File: src/sv/sga_pkg.sv
`timescale 1ns / 1ps
// Shared types and codes for the sorted group aggregate block.
// No dependencies; imported by every module of the block.
package sga_pkg;

  typedef enum logic [2:0] {
    AGG_MAX   = 3'd0,
    AGG_MIN   = 3'd1,
    AGG_SUM   = 3'd2,
    AGG_AVG   = 3'd3,
    AGG_COUNT = 3'd4
  } agg_func_e;

  typedef enum logic [2:0] {
    CMP_LT = 3'd0,
    CMP_GT = 3'd1,
    CMP_LE = 3'd2,
    CMP_GE = 3'd3,
    CMP_EQ = 3'd4,
    CMP_NE = 3'd5
  } cmp_op_e;

  typedef enum logic [1:0] {
    CFG_HAVING_FUNC = 2'd0,
    CFG_RESULT_FUNC = 2'd1,
    CFG_COMPARE_OP  = 2'd2,
    CFG_THRESHOLD   = 2'd3
  } cfg_idx_e;

  localparam int unsigned CfgIdxWidth  = 2;
  localparam int unsigned CfgDataWidth = 32;
  localparam int unsigned FieldWidth   = 32;
  localparam int unsigned TallyWidth   = 32;

  typedef enum logic {
    COL_HAVING = 1'b0,
    COL_RESULT = 1'b1
  } col_sel_e;

  typedef enum logic {
    SLOT_FIRST  = 1'b0,
    SLOT_SECOND = 1'b1
  } slot_sel_e;

  typedef struct packed {
    logic      load_row;
    logic      start_div;
    col_sel_e  div_sel;
    logic      cap_having;
    logic      cap_result;
    logic      test;
    slot_sel_e slot_sel;
    logic      close;
    logic      add_row;
    logic      out_load;
    slot_sel_e out_sel;
    logic      out_last;
  } sga_cmd_t;

  typedef struct packed {
    logic key_differs;
    logic group_open;
    logic row_last;
    logic having_div;
    logic result_div;
    logic div_done;
    logic slot1_pass;
    logic slot2_pass;
    logic out_free;
  } sga_status_t;

endpackage

File: src/sv/sorted_group_aggregate_having.sv
`timescale 1ns / 1ps
// Streaming GROUP BY with HAVING over key-sorted rows; one row in flight at a time.
// The next row is taken only after the current one is folded in and any group it closes
// is evaluated (two when a last row closes the open group and its own); each AVG
// evaluation waits for the divider, and a full output register holds the emit step until
// it drains.
// Reset is asynchronous and active low: no group open, empty accumulators, config zero.
module sorted_group_aggregate_having #(
  parameter int unsigned VALUE_WIDTH = 32
) (
  input  logic                             clk_i,
  input  logic                             rst_ni,
  input  logic                             cfg_we_i,
  input  logic [sga_pkg::CfgIdxWidth-1:0]  cfg_idx_i,
  input  logic [sga_pkg::CfgDataWidth-1:0] cfg_data_i,
  input  logic                             s_axis_tvalid,
  output logic                             s_axis_tready,
  input  logic [95:0]                      s_axis_tdata,  // group_key, having_value, result_value
  input  logic                             s_axis_tlast,  // last_row
  output logic                             m_axis_tvalid,
  input  logic                             m_axis_tready,
  output logic [63:0]                      m_axis_tdata,  // out_key, aggregate
  output logic                             m_axis_tlast   // last_of_run
);
  import sga_pkg::*;

  sga_cmd_t    dp_cmd;
  sga_status_t dp_st;

  sga_ctrl u_ctrl (
    .clk_i      (clk_i),
    .rst_ni     (rst_ni),
    .s_tvalid_i (s_axis_tvalid),
    .s_tready_o (s_axis_tready),
    .status_i   (dp_st),
    .cmd_o      (dp_cmd)
  );

  sga_datapath #(
    .VALUE_WIDTH(VALUE_WIDTH)
  ) u_datapath (
    .clk_i      (clk_i),
    .rst_ni     (rst_ni),
    .cfg_we_i   (cfg_we_i),
    .cfg_idx_i  (cfg_idx_i),
    .cfg_data_i (cfg_data_i),
    .s_tdata_i  (s_axis_tdata),
    .s_tlast_i  (s_axis_tlast),
    .cmd_i      (dp_cmd),
    .status_o   (dp_st),
    .m_tready_i (m_axis_tready),
    .m_tvalid_o (m_axis_tvalid),
    .m_tdata_o  (m_axis_tdata),
    .m_tlast_o  (m_axis_tlast)
  );

`ifndef SYNTH
  assert property (@(posedge clk_i) disable iff (!rst_ni)
    (s_axis_tvalid && s_axis_tready) |=> !s_axis_tready)
    else $error("row transfer while a row is still in work");

  assert property (@(posedge clk_i) disable iff (!rst_ni)
    dp_cmd.start_div |=> !dp_st.div_done)
    else $error("divider reports done right after start");

  assert property (@(posedge clk_i) disable iff (!rst_ni)
    dp_cmd.out_load |-> dp_st.out_free)
    else $error("output register overwritten before transfer");

  assert property (@(posedge clk_i) disable iff (!rst_ni)
    dp_cmd.add_row |=> dp_st.group_open)
    else $error("group not open after row accumulate");
`endif

endmodule

File: src/sv/sga_div.sv
`timescale 1ns / 1ps
// Restoring divider, one quotient bit per cycle, signed dividend by unsigned divisor.
// Depends on sga_pkg.
module sga_div #(
  parameter int unsigned VALUE_WIDTH = 32
) (
  input  logic                          clk_i,
  input  logic                          rst_ni,
  input  logic                          start_i,
  input  logic signed [VALUE_WIDTH-1:0] dividend_i,
  input  logic [sga_pkg::TallyWidth-1:0] divisor_i,
  output logic                          done_o,
  output logic signed [VALUE_WIDTH-1:0] quot_o
);
  import sga_pkg::*;

  localparam int unsigned CntWidth = $clog2(VALUE_WIDTH + 1);

  logic [CntWidth-1:0]    cnt_q, cnt_d;
  logic                   done_q, done_d;
  logic                   neg_q, neg_d;
  logic [VALUE_WIDTH-1:0] quo_q, quo_d;
  logic [TallyWidth-1:0]  rem_q, rem_d;
  logic [TallyWidth-1:0]  div_q, div_d;
  logic [TallyWidth:0]    trial;
  logic                   fits;

  always_comb begin
    trial = {rem_q, quo_q[VALUE_WIDTH-1]};
    fits  = trial >= {1'b0, div_q};
    cnt_d  = cnt_q;
    done_d = done_q;
    neg_d  = neg_q;
    quo_d  = quo_q;
    rem_d  = rem_q;
    div_d  = div_q;
    if (start_i) begin
      neg_d  = dividend_i[VALUE_WIDTH-1];
      quo_d  = dividend_i[VALUE_WIDTH-1] ? (VALUE_WIDTH'(0) - dividend_i) : dividend_i;
      rem_d  = '0;
      div_d  = divisor_i;
      cnt_d  = CntWidth'(VALUE_WIDTH);
      done_d = 1'b0;
    end else if (cnt_q != '0) begin
      rem_d = fits ? TallyWidth'(trial - {1'b0, div_q}) : trial[TallyWidth-1:0];
      quo_d = {quo_q[VALUE_WIDTH-2:0], fits};
      cnt_d = cnt_q - CntWidth'(1);
      if (cnt_q == CntWidth'(1)) begin
        done_d = 1'b1;
      end
    end
  end

  always_ff @(posedge clk_i or negedge rst_ni) begin
    if (!rst_ni) begin
      cnt_q  <= '0;
      done_q <= 1'b0;
    end else begin
      cnt_q  <= cnt_d;
      done_q <= done_d;
    end
  end

  always_ff @(posedge clk_i) begin
    neg_q <= neg_d;
    quo_q <= quo_d;
    rem_q <= rem_d;
    div_q <= div_d;
  end

  assign done_o = done_q;
  assign quot_o = neg_q ? signed'(VALUE_WIDTH'(0) - quo_q) : signed'(quo_q);

endmodule

File: src/sv/sga_datapath.sv
`timescale 1ns / 1ps
// Datapath: configuration registers, row register, accumulators, close evaluation,
// result slots and output register. Depends on sga_pkg and sga_div.
module sga_datapath #(
  parameter int unsigned VALUE_WIDTH = 32
) (
  input  logic                               clk_i,
  input  logic                               rst_ni,
  input  logic                               cfg_we_i,
  input  logic [sga_pkg::CfgIdxWidth-1:0]    cfg_idx_i,
  input  logic [sga_pkg::CfgDataWidth-1:0]   cfg_data_i,
  input  logic [95:0]                        s_tdata_i,
  input  logic                               s_tlast_i,
  input  sga_pkg::sga_cmd_t                  cmd_i,
  output sga_pkg::sga_status_t               status_o,
  input  logic                               m_tready_i,
  output logic                               m_tvalid_o,
  output logic [63:0]                        m_tdata_o,
  output logic                               m_tlast_o
);
  import sga_pkg::*;

  localparam logic signed [VALUE_WIDTH-1:0] VMax = {1'b0, {(VALUE_WIDTH-1){1'b1}}};
  localparam logic signed [VALUE_WIDTH-1:0] VMin = {1'b1, {(VALUE_WIDTH-1){1'b0}}};

  logic [2:0]            having_func_q, result_func_q, compare_op_q;
  logic [FieldWidth-1:0] threshold_q;

  logic [FieldWidth-1:0]         row_key_q;
  logic signed [VALUE_WIDTH-1:0] row_hv_q, row_rv_q;
  logic                          row_last_q;

  logic                          open_q;
  logic [FieldWidth-1:0]         cur_key_q;
  logic signed [VALUE_WIDTH-1:0] hmin_q, hmax_q, hsum_q, rmin_q, rmax_q, rsum_q;
  logic [TallyWidth-1:0]         tally_q;

  logic signed [VALUE_WIDTH-1:0] hval_q, rval_q;
  logic [1:0]                    slot_pass_q;
  logic [FieldWidth-1:0]         slot_key_q [2];
  logic [FieldWidth-1:0]         slot_agg_q [2];

  logic                          m_valid_q;
  logic [63:0]                   m_data_q;
  logic                          m_last_q;

  logic signed [VALUE_WIDTH-1:0] count_val, threshold_v, quot;
  logic [63:0]                   tally_ext;
  logic                          having_div, result_div, div_done, out_free, pass;

  function automatic logic signed [VALUE_WIDTH-1:0] pick(
    input logic [2:0]                    func,
    input logic signed [VALUE_WIDTH-1:0] mn,
    input logic signed [VALUE_WIDTH-1:0] mx,
    input logic signed [VALUE_WIDTH-1:0] sm,
    input logic signed [VALUE_WIDTH-1:0] cnt
  );
    logic signed [VALUE_WIDTH-1:0] r;
    case (func)
      AGG_MAX:   r = mx;
      AGG_MIN:   r = mn;
      AGG_SUM:   r = sm;
      AGG_COUNT: r = cnt;
      default:   r = '0;
    endcase
    return r;
  endfunction

  function automatic logic passes(
    input logic [2:0]                    op,
    input logic signed [VALUE_WIDTH-1:0] v,
    input logic signed [VALUE_WIDTH-1:0] t
  );
    logic r;
    case (op)
      CMP_LT:  r = v < t;
      CMP_GT:  r = v > t;
      CMP_LE:  r = v <= t;
      CMP_GE:  r = v >= t;
      CMP_EQ:  r = v == t;
      CMP_NE:  r = v != t;
      default: r = 1'b0;
    endcase
    return r;
  endfunction

  assign tally_ext   = {32'b0, tally_q};
  assign count_val   = signed'(tally_ext[VALUE_WIDTH-1:0]);
  assign threshold_v = VALUE_WIDTH'(signed'(threshold_q));
  assign having_div  = (having_func_q == AGG_AVG) && (tally_q != '0);
  assign result_div  = (result_func_q == AGG_AVG) && (tally_q != '0);
  assign out_free    = !m_valid_q || m_tready_i;
  assign pass        = passes(compare_op_q, hval_q, threshold_v);

  sga_div #(
    .VALUE_WIDTH(VALUE_WIDTH)
  ) u_div (
    .clk_i      (clk_i),
    .rst_ni     (rst_ni),
    .start_i    (cmd_i.start_div),
    .dividend_i ((cmd_i.div_sel == COL_HAVING) ? hsum_q : rsum_q),
    .divisor_i  (tally_q),
    .done_o     (div_done),
    .quot_o     (quot)
  );

  always_ff @(posedge clk_i or negedge rst_ni) begin
    if (!rst_ni) begin
      having_func_q <= '0;
      result_func_q <= '0;
      compare_op_q  <= '0;
      threshold_q   <= '0;
    end else if (cfg_we_i) begin
      unique case (cfg_idx_e'(cfg_idx_i))
        CFG_HAVING_FUNC: having_func_q <= cfg_data_i[2:0];
        CFG_RESULT_FUNC: result_func_q <= cfg_data_i[2:0];
        CFG_COMPARE_OP:  compare_op_q  <= cfg_data_i[2:0];
        CFG_THRESHOLD:   threshold_q   <= cfg_data_i;
        default: ;
      endcase
    end
  end

  always_ff @(posedge clk_i or negedge rst_ni) begin
    if (!rst_ni) begin
      open_q      <= 1'b0;
      cur_key_q   <= '0;
      hmin_q      <= VMax;
      hmax_q      <= VMin;
      hsum_q      <= '0;
      rmin_q      <= VMax;
      rmax_q      <= VMin;
      rsum_q      <= '0;
      tally_q     <= '0;
      slot_pass_q <= '0;
      m_valid_q   <= 1'b0;
    end else begin
      if (cmd_i.load_row) begin
        slot_pass_q <= '0;
      end
      if (cmd_i.test) begin
        slot_pass_q[cmd_i.slot_sel] <= pass;
      end
      if (cmd_i.close) begin
        open_q  <= 1'b0;
        hmin_q  <= VMax;
        hmax_q  <= VMin;
        hsum_q  <= '0;
        rmin_q  <= VMax;
        rmax_q  <= VMin;
        rsum_q  <= '0;
        tally_q <= '0;
      end else if (cmd_i.add_row) begin
        open_q    <= 1'b1;
        cur_key_q <= row_key_q;
        hmin_q    <= (row_hv_q < hmin_q) ? row_hv_q : hmin_q;
        hmax_q    <= (row_hv_q > hmax_q) ? row_hv_q : hmax_q;
        hsum_q    <= hsum_q + row_hv_q;
        rmin_q    <= (row_rv_q < rmin_q) ? row_rv_q : rmin_q;
        rmax_q    <= (row_rv_q > rmax_q) ? row_rv_q : rmax_q;
        rsum_q    <= rsum_q + row_rv_q;
        tally_q   <= tally_q + TallyWidth'(1);
      end
      if (cmd_i.out_load) begin
        m_valid_q <= 1'b1;
      end else if (m_tready_i) begin
        m_valid_q <= 1'b0;
      end
    end
  end

  always_ff @(posedge clk_i) begin
    if (cmd_i.load_row) begin
      row_key_q  <= s_tdata_i[31:0];
      row_hv_q   <= VALUE_WIDTH'(signed'(s_tdata_i[63:32]));
      row_rv_q   <= VALUE_WIDTH'(signed'(s_tdata_i[95:64]));
      row_last_q <= s_tlast_i;
    end
    if (cmd_i.cap_having) begin
      hval_q <= having_div ? quot : pick(having_func_q, hmin_q, hmax_q, hsum_q, count_val);
    end
    if (cmd_i.cap_result) begin
      rval_q <= result_div ? quot : pick(result_func_q, rmin_q, rmax_q, rsum_q, count_val);
    end
    if (cmd_i.test) begin
      slot_key_q[cmd_i.slot_sel] <= cur_key_q;
      slot_agg_q[cmd_i.slot_sel] <= FieldWidth'(rval_q);
    end
    if (cmd_i.out_load) begin
      m_data_q <= {slot_agg_q[cmd_i.out_sel], slot_key_q[cmd_i.out_sel]};
      m_last_q <= cmd_i.out_last;
    end
  end

  always_comb begin
    status_o.key_differs = row_key_q != cur_key_q;
    status_o.group_open  = open_q;
    status_o.row_last    = row_last_q;
    status_o.having_div  = having_div;
    status_o.result_div  = result_div;
    status_o.div_done    = div_done;
    status_o.slot1_pass  = slot_pass_q[SLOT_FIRST];
    status_o.slot2_pass  = slot_pass_q[SLOT_SECOND];
    status_o.out_free    = out_free;
  end

  assign m_tvalid_o = m_valid_q;
  assign m_tdata_o  = m_data_q;
  assign m_tlast_o  = m_last_q;

endmodule

File: src/sv/sga_ctrl.sv
`timescale 1ns / 1ps
// Controller state machine: row intake, group close sequencing and result hand-off.
// Depends on sga_pkg.
module sga_ctrl (
  input  logic                 clk_i,
  input  logic                 rst_ni,
  input  logic                 s_tvalid_i,
  output logic                 s_tready_o,
  input  sga_pkg::sga_status_t status_i,
  output sga_pkg::sga_cmd_t    cmd_o
);
  import sga_pkg::*;

  typedef enum logic [9:0] {
    S_IDLE   = 10'b00_0000_0001,
    S_DECIDE = 10'b00_0000_0010,
    S_HAVE   = 10'b00_0000_0100,
    S_HDIV   = 10'b00_0000_1000,
    S_RES    = 10'b00_0001_0000,
    S_RDIV   = 10'b00_0010_0000,
    S_TEST   = 10'b00_0100_0000,
    S_ADD    = 10'b00_1000_0000,
    S_EMIT1  = 10'b01_0000_0000,
    S_EMIT2  = 10'b10_0000_0000
  } state_e;

  state_e    state_q, state_d;
  slot_sel_e phase_q, phase_d;

  always_comb begin
    state_d = state_q;
    phase_d = phase_q;
    cmd_o   = '0;
    unique case (state_q)
      S_IDLE: begin
        if (s_tvalid_i) begin
          cmd_o.load_row = 1'b1;
          state_d = S_DECIDE;
        end
      end
      S_DECIDE: begin
        if (status_i.group_open && status_i.key_differs) begin
          phase_d = SLOT_FIRST;
          state_d = S_HAVE;
        end else begin
          state_d = S_ADD;
        end
      end
      S_HAVE: begin
        if (status_i.having_div) begin
          cmd_o.start_div = 1'b1;
          cmd_o.div_sel   = COL_HAVING;
          state_d = S_HDIV;
        end else begin
          cmd_o.cap_having = 1'b1;
          state_d = S_RES;
        end
      end
      S_HDIV: begin
        if (status_i.div_done) begin
          cmd_o.cap_having = 1'b1;
          state_d = S_RES;
        end
      end
      S_RES: begin
        if (status_i.result_div) begin
          cmd_o.start_div = 1'b1;
          cmd_o.div_sel   = COL_RESULT;
          state_d = S_RDIV;
        end else begin
          cmd_o.cap_result = 1'b1;
          state_d = S_TEST;
        end
      end
      S_RDIV: begin
        if (status_i.div_done) begin
          cmd_o.cap_result = 1'b1;
          state_d = S_TEST;
        end
      end
      S_TEST: begin
        cmd_o.test     = 1'b1;
        cmd_o.slot_sel = phase_q;
        cmd_o.close    = 1'b1;
        state_d = (phase_q == SLOT_FIRST) ? S_ADD : S_EMIT1;
      end
      S_ADD: begin
        cmd_o.add_row = 1'b1;
        if (status_i.row_last) begin
          phase_d = SLOT_SECOND;
          state_d = S_HAVE;
        end else begin
          state_d = S_EMIT1;
        end
      end
      S_EMIT1: begin
        if (!status_i.slot1_pass) begin
          state_d = S_EMIT2;
        end else if (status_i.out_free) begin
          cmd_o.out_load = 1'b1;
          cmd_o.out_sel  = SLOT_FIRST;
          cmd_o.out_last = !status_i.slot2_pass;
          state_d = S_EMIT2;
        end
      end
      S_EMIT2: begin
        if (!status_i.slot2_pass) begin
          state_d = S_IDLE;
        end else if (status_i.out_free) begin
          cmd_o.out_load = 1'b1;
          cmd_o.out_sel  = SLOT_SECOND;
          cmd_o.out_last = 1'b1;
          state_d = S_IDLE;
        end
      end
      default: begin
        state_d = S_IDLE;
      end
    endcase
  end

  always_ff @(posedge clk_i or negedge rst_ni) begin
    if (!rst_ni) begin
      state_q <= S_IDLE;
      phase_q <= SLOT_FIRST;
    end else begin
      state_q <= state_d;
      phase_q <= phase_d;
    end
  end

  assign s_tready_o = state_q == S_IDLE;

endmodule

File: config.mk
export PLATFORM = sky130hd
export DESIGN_NAME = sorted_group_aggregate_having
export DESIGN_NICKNAME = d
export VERILOG_FILES = /design/src/sv/sga_pkg.sv /design/src/sv/sorted_group_aggregate_having.sv /design/src/sv/sga_div.sv /design/src/sv/sga_datapath.sv /design/src/sv/sga_ctrl.sv
export SDC_FILE = /design/constraint.sdc
export NUM_CORES = 2
export LEC_CHECK = 0
export BUFFER_PORTS_ARGS = -buffer_cell sky130_fd_sc_hd__buf_2
export CAP_MARGIN = 10
export CELL_PAD_IN_SITES_DETAIL_PLACEMENT = 0
export CELL_PAD_IN_SITES_GLOBAL_PLACEMENT = 1
export CORE_UTILIZATION = 45
export DETAILED_ROUTE_END_ITERATION = 8
export PLACE_DENSITY_LB_ADDON = 0.1
export SETUP_SLACK_MARGIN = 0.3
export SYNTH_ARGS = -nofsm -noshare
export SYNTH_HDL_FRONTEND = slang
export SYNTH_HIERARCHICAL = 1
export SYNTH_SLANG_ARGS = --single-unit
export TNS_END_PERCENT = 1
File: constraint.sdc
create_clock -name clk_i -period 5.9 [get_ports clk_i]
set_clock_uncertainty 0.1 [all_clocks]
set_input_delay 0 -clock clk_i [delete_from_list [all_inputs] [get_ports clk_i]]
set_output_delay 0 -clock clk_i [all_outputs]
set_load 0.005 [all_outputs]
======== Word-level counts from Yosys, hierarchy flattened ========
Memories as Yosys holds them, arrays and structs flattened. A register that Yosys moved wholly into a read port is not among the register bits.
Index checks and enable logic that the tools add are counted.
word-level totals
  flip-flop bits (word level) ............. 578
  memory bits (writable) .................. 128
  input bits .............................. 136
  memories ................................ 2
memories
  name                   words  width  read ports  clocked after memory_dff  write ports  RTL line            RTL
  u_datapath.slot_agg_q  2      32     1           1                         1            sga_datapath.sv:41  logic [FieldWidth-1:0] slot_agg_q [2];
  u_datapath.slot_key_q  2      32     1           1                         1            sga_datapath.sv:40  logic [FieldWidth-1:0] slot_key_q [2];
operators by class
  add/sub/neg operators ................... 7
  order comparisons ....................... 11
  equality and inequality tests ........... 37
  muxes and demuxes ....................... 78
  bitwise operators ....................... 1
  reduce and logical (&&, ||, !) cells .... 34
operators by type and width
  kind                   number
  $mux 32                26
  $pmux 32 s4            2
  $pmux 10 s10           1
  $gt 32x32->1           3
  $lt 32x32->1           3
  $mux 10                7
  $add 32x32->32         2
  $ne 32x32->1           2
  $sub 1x32->32 const A  2
  $ge 33x32->1           1
  $add 32x1->32 const B  1
  $eq 32x32->1           1
  $ge 32x32->1           1
  $le 32x32->1           1
  $reduce_bool 32->1     1
  $sub 32x32->32         1
  $reduce_and 2->1       10
  $eq 3x2->1 const B     6
  $mux 1                 18
  $mux 9                 2
  $reduce_bool 2->1      9
  $mux 3                 5
  $eq 3x3->1 const B     4
  $mux 6                 2
  other kinds (39)       57

======== Logic depth before layout (Yosys ltp) ========
  word-level depth ........................ 8
  mapped depth ............................ 25
  depth with buffers taken out ............ 20

======== By module ========
Netlist, hierarchy kept.
by module, submodules not included
  module        times used  cells each  area each (sq um)
  sga_datapath  1           2875        33179.3
  sga_div       1           759         6905.4
  sga_ctrl      1           103         805.8

======== Worst setup path before layout ========
OpenSTA, ideal clock, no wires.
  kind .................................... flip-flop to flip-flop
  start ................................... register u_datapath.tally_q[0], in the netlist u_datapath/count_val[0]
  end ..................................... register u_datapath.u_div.quo_q[26] (data pin)
  library setup time ...................... 0.270 ns
  data arrival time ....................... 5.679 ns
  setup slack ............................. -0.150 ns
  cell stages (with the launch flop) ...... 25
  buffers on the path ..................... 5
  clock period less this slack ............ 6.050 ns
  path through ............................ dfrtp_1 > inv_1 > ha_1 > nor4b_1 > nand4_1 > nor2_1 > nor4bb_1 > clkbuf_1 > clkbuf_1 > buf_4 > nand2_1 > or3_1 > inv_1 > clkbuf_1 > buf_1 > mux2_2 > or3_1 > or3b_1 > or3_1 > or4_4 > nand2b_4 > or3b_1 > o31ai_2 > xor2_1 > a21oi_1
RTL lines
  element                   RTL line             RTL
  start: declaration        sga_datapath.sv:36   logic [TallyWidth-1:0] tally_q;
  start signal: assignment  sga_datapath.sv:162  tally_q <= tally_q + TallyWidth'(1);
  end signal: assignment    sga_div.sv:66        quo_q <= quo_d;
  end: declaration          sga_div.sv:22        logic [VALUE_WIDTH-1:0] quo_q, quo_d;

==> flow_summary.json <==
{
  "die_h_um": 303,
  "vias": 30500,
  "drt-total-wl_um": 128000,
  "synth-compound-area-share": 0.125,
  "tns_ns": 0,
  "cts_sinks": 770,
  "drcViolationCount": 0,
  "min_period_ns": 5.34,
  "antenna_found_initial": 3,
  "synth-edff-count": 419,
  "coreArea_sq_um": 90000,
  "cp.arrival_ns": 5.61,
  "tightest_slew_ns": 1.05,
  "layout-drive-gt1-share": 0.157,
  "placementRows": 110,
  "nets": 4601,
  "avgSynthCellArea_sq_um": 10.9,
  "postCtsSetupBuffers": 0,
  "yosysTopAreaCellShare": 0.308,
  "grt_pass1_wl_um": 189000,
  "drt_iter0_drc": 2304,
  "wl_per_cell_um": 23.4,
  "ys.flop_type": "edfxtp_1",
  "cts_tree": "yes",
  "dieWidth_um": 303,
  "grt-ovfl-total": 0,
  "maxSlewHeadroom": 0.295,
  "setup_ws_ns": 0.560,
  "ys_seq_elements": 770,
  "crit_required_ns": 6.17,
  "cts-htree-levels": 3,
  "synthArstFlopShare": 0.414,
  "gp_congestion": 0.906,
  "clock_latency_ns": 0.68,
  "pin_count": 203,
  "syn_inst": 3737,
  "synthAdderAreaFrac": 0.0804,
  "first_global_vias": 29600,
  "path_cells": "nor4_1 -> nand2_1 -> or3_4 -> inv_4 -> mux2_2 -> or3_1 -> or3b_4 -> or3_1 -> or4_4 -> nand2b_4 -> or3b_4 -> o31ai_2 -> xor2_1 -> a21oi_1",
  "ir_drop_v": 0.000290,
  "muxShareOfSynthArea": 0.0670,
  "path_class": "reg2reg",
  "post-route-period-util": 0.905,
  "hold_class": "in2reg",
  "clkSlewWorstSetupHoldPaths_ns": 0.06,
  "synthDistinctLibCells": 92,
  "slowest_delay_ns": 0.53,
  "grt_start_max_net_pins": 187,
  "start_kind": "flop",
  "rsz0062_at_grt": "false",
  "hpwl_um": 90600,
  "place_ws_ns": 0.386,
  "ant_nets": 0,
  "setup_viol": 0,
  "port_buffers": 202,
  "cts_buffer_depth": 3,
  "ctsRootBufferMaster": "clkbuf_16",
  "synth_fp_nets": 4134,
  "slew_viol_final": 0,
  "ys_top_cells_by_area": "edfxtp_1, dfrtp_1, ha_1",
  "regToRegSetupSlack_ns": 0.56,
  "viasPerCell": 5.59,
  "crit_fanout": 8,
  "cap_violations": 0,
  "seq_area_frac_synth": 0.521,
  "track_usage": 0.277,
  "outcome": "finished, final reports clean",
  "ys_warn_count": 6,
  "syn_area_sq_um": 40900,
  "synth_xor_area_frac": 0.0428,
  "die_area_sq_um": 92100,
  "synth_area_leader_cell": "edfxtp_1",
  "dr.pass1.iters": 7,
  "hold_viol_final": 0,
  "end_kind": "flop",
  "cts_buffers": 87,
  "fmax_mhz": 187,
  "crit_slowest_cell": "nor4_1",
  "power_density_nw_per_um2": 465,
  "start_util": 0.454,
  "synth_top_family_by_area": "simple AND/OR/NAND/NOR gates",
  "areaGrowthSynthToFinish_pct": 20.1,
  "leakage_uw": 0.0205,
  "yosys.area_share.simple": 0.126
}
placed cells by master (no fill, tap or decap), types with 22 or more instances in the layout:
cell and instances:
a21oi_1 194, nand4_1 55, clkbuf_16 89, clkbuf_1 22, and3_1 23, nor2_1 353, dfrtp_1 254, mux2_2 140
dfstp_2 65, buf_2 201, nand2_1 307, xnor2_1 114, a22oi_1 128, nand3_1 108, edfxtp_1 419, a211oi_1 34
a211o_1 37, dlygate4sd3_1 262, inv_1 228, a21o_1 98, mux2i_1 115, or3_1 26, xor2_1 86, ha_1 258
dfxtp_1 32, buf_4 68, o21ai_0 100, nor3_1 71
area by class of cell:
| type | count | area, sq um |
|---|---|---|
| multi-input combinational | 2572 | 18200 |
| clock buffer | 121 | 2450 |
| clock inverter | 43 | 537 |
| timing repair buffer | 540 | 4300 |
| inverter | 233 | 878 |
| sequential | 770 | 21300 |
| tap | 1176 | 1470 |
| fill | 7920 | 40900 |
| antenna | 1 | 2.50 |
logic make-up after synthesis:
| family | Yosys count |
|---|---|
| xor+xnor | 200 |
| compound gates | 758 |
| fa+ha+maj | 261 |
| flops | 770 |
| buf+inv | 395 |
| simple gates | 1097 |
| mux | 256 |
layer usage:
metal / part of all wire / global-route usage / wire, um
met1: 0.46 / 0.386 / 58200
met4: 0.028 / 0.0826 / 3590
met3: 0.052 / 0.0418 / 6580
met5: 0.00018 / 0 / 23
met2: 0.46 / 0.445 / 59200
power breakdown:
group | switching, uW | internal [uW] | leakage (uW)
Combinational | 4810 | 3590 | 0.0108
Sequential | 1630 | 7200 | 0.00821
Clock | 2310 | 3320 | 0.00144
Total | 8750 | 14100 | 0.0205
Yosys cell counts (37+ instances only):
library cell,instances
nor2_1,357
a21oi_1,194
a22oi_1,128
mux2i_1,116
nand4_1,55
nand2_1,308
inv_1,232
o21ai_0,101
mux2_2,140
a211o_1,37
dfrtp_1,254
dfstp_2,65
xnor2_1,114
edfxtp_1,419
clkbuf_1,128
ha_1,258
xor2_1,86
a21o_1,98
nor3_1,74
nand3_1,108
critical path: cells and delay by family, from the launching register on:
kind / cells / cell delay (ns)
AND/OR/NAND/NOR: 9 / 3.51
flip-flops: 1 / 0.46
multiplexers: 1 / 0.38
AO/OA/AOI/OAI: 2 / 0.29
XOR/XNOR: 1 / 0.17
buffers and inverters: 1 / 0.11
per-stage QoR:
step,std cells,total power (uW),area [sq um],utilization,hold WS [ns]
after floorplan,3737,14300,40900,-,-0.396
after global placement,5027,17000,43500,0.483,-0.0617
after detailed placement,5027,17100,43500,0.483,-0.0549
after CTS,5454,22900,49100,0.545,0.00627
after global routing,5455,24300,49100,0.546,0.0500
final,5456,22900,49100,0.546,0.0573
worst paths after layout:
check / start / to / depth (start not counted)
setup / recovery: u_ctrl/state_q[8] / u_datapath/u_div/quo_q[26] / 14
hold / removal: s_axis_tvalid / u_ctrl/state_q[0] / 3
setup reg to reg: u_ctrl/state_q[8] / u_datapath/u_div/quo_q[26] / 14
hold reg to reg: u_datapath/rval_q[16] / u_datapath/slot_agg_q[1][16] / 0
max in group asynchronous: rst_ni / u_datapath/hmin_q[31] / 4
min in group asynchronous: rst_ni / u_datapath/rmin_q[6] / 3
what timing repair did:
action                                  4_1_cts  5_1_grt
endpoints found under the setup margin        0        5
hold buffers                                263        0
hold endpoints to repair                    442        0
resized for setup                             0        8
Power figures use the tool's default switching activity.
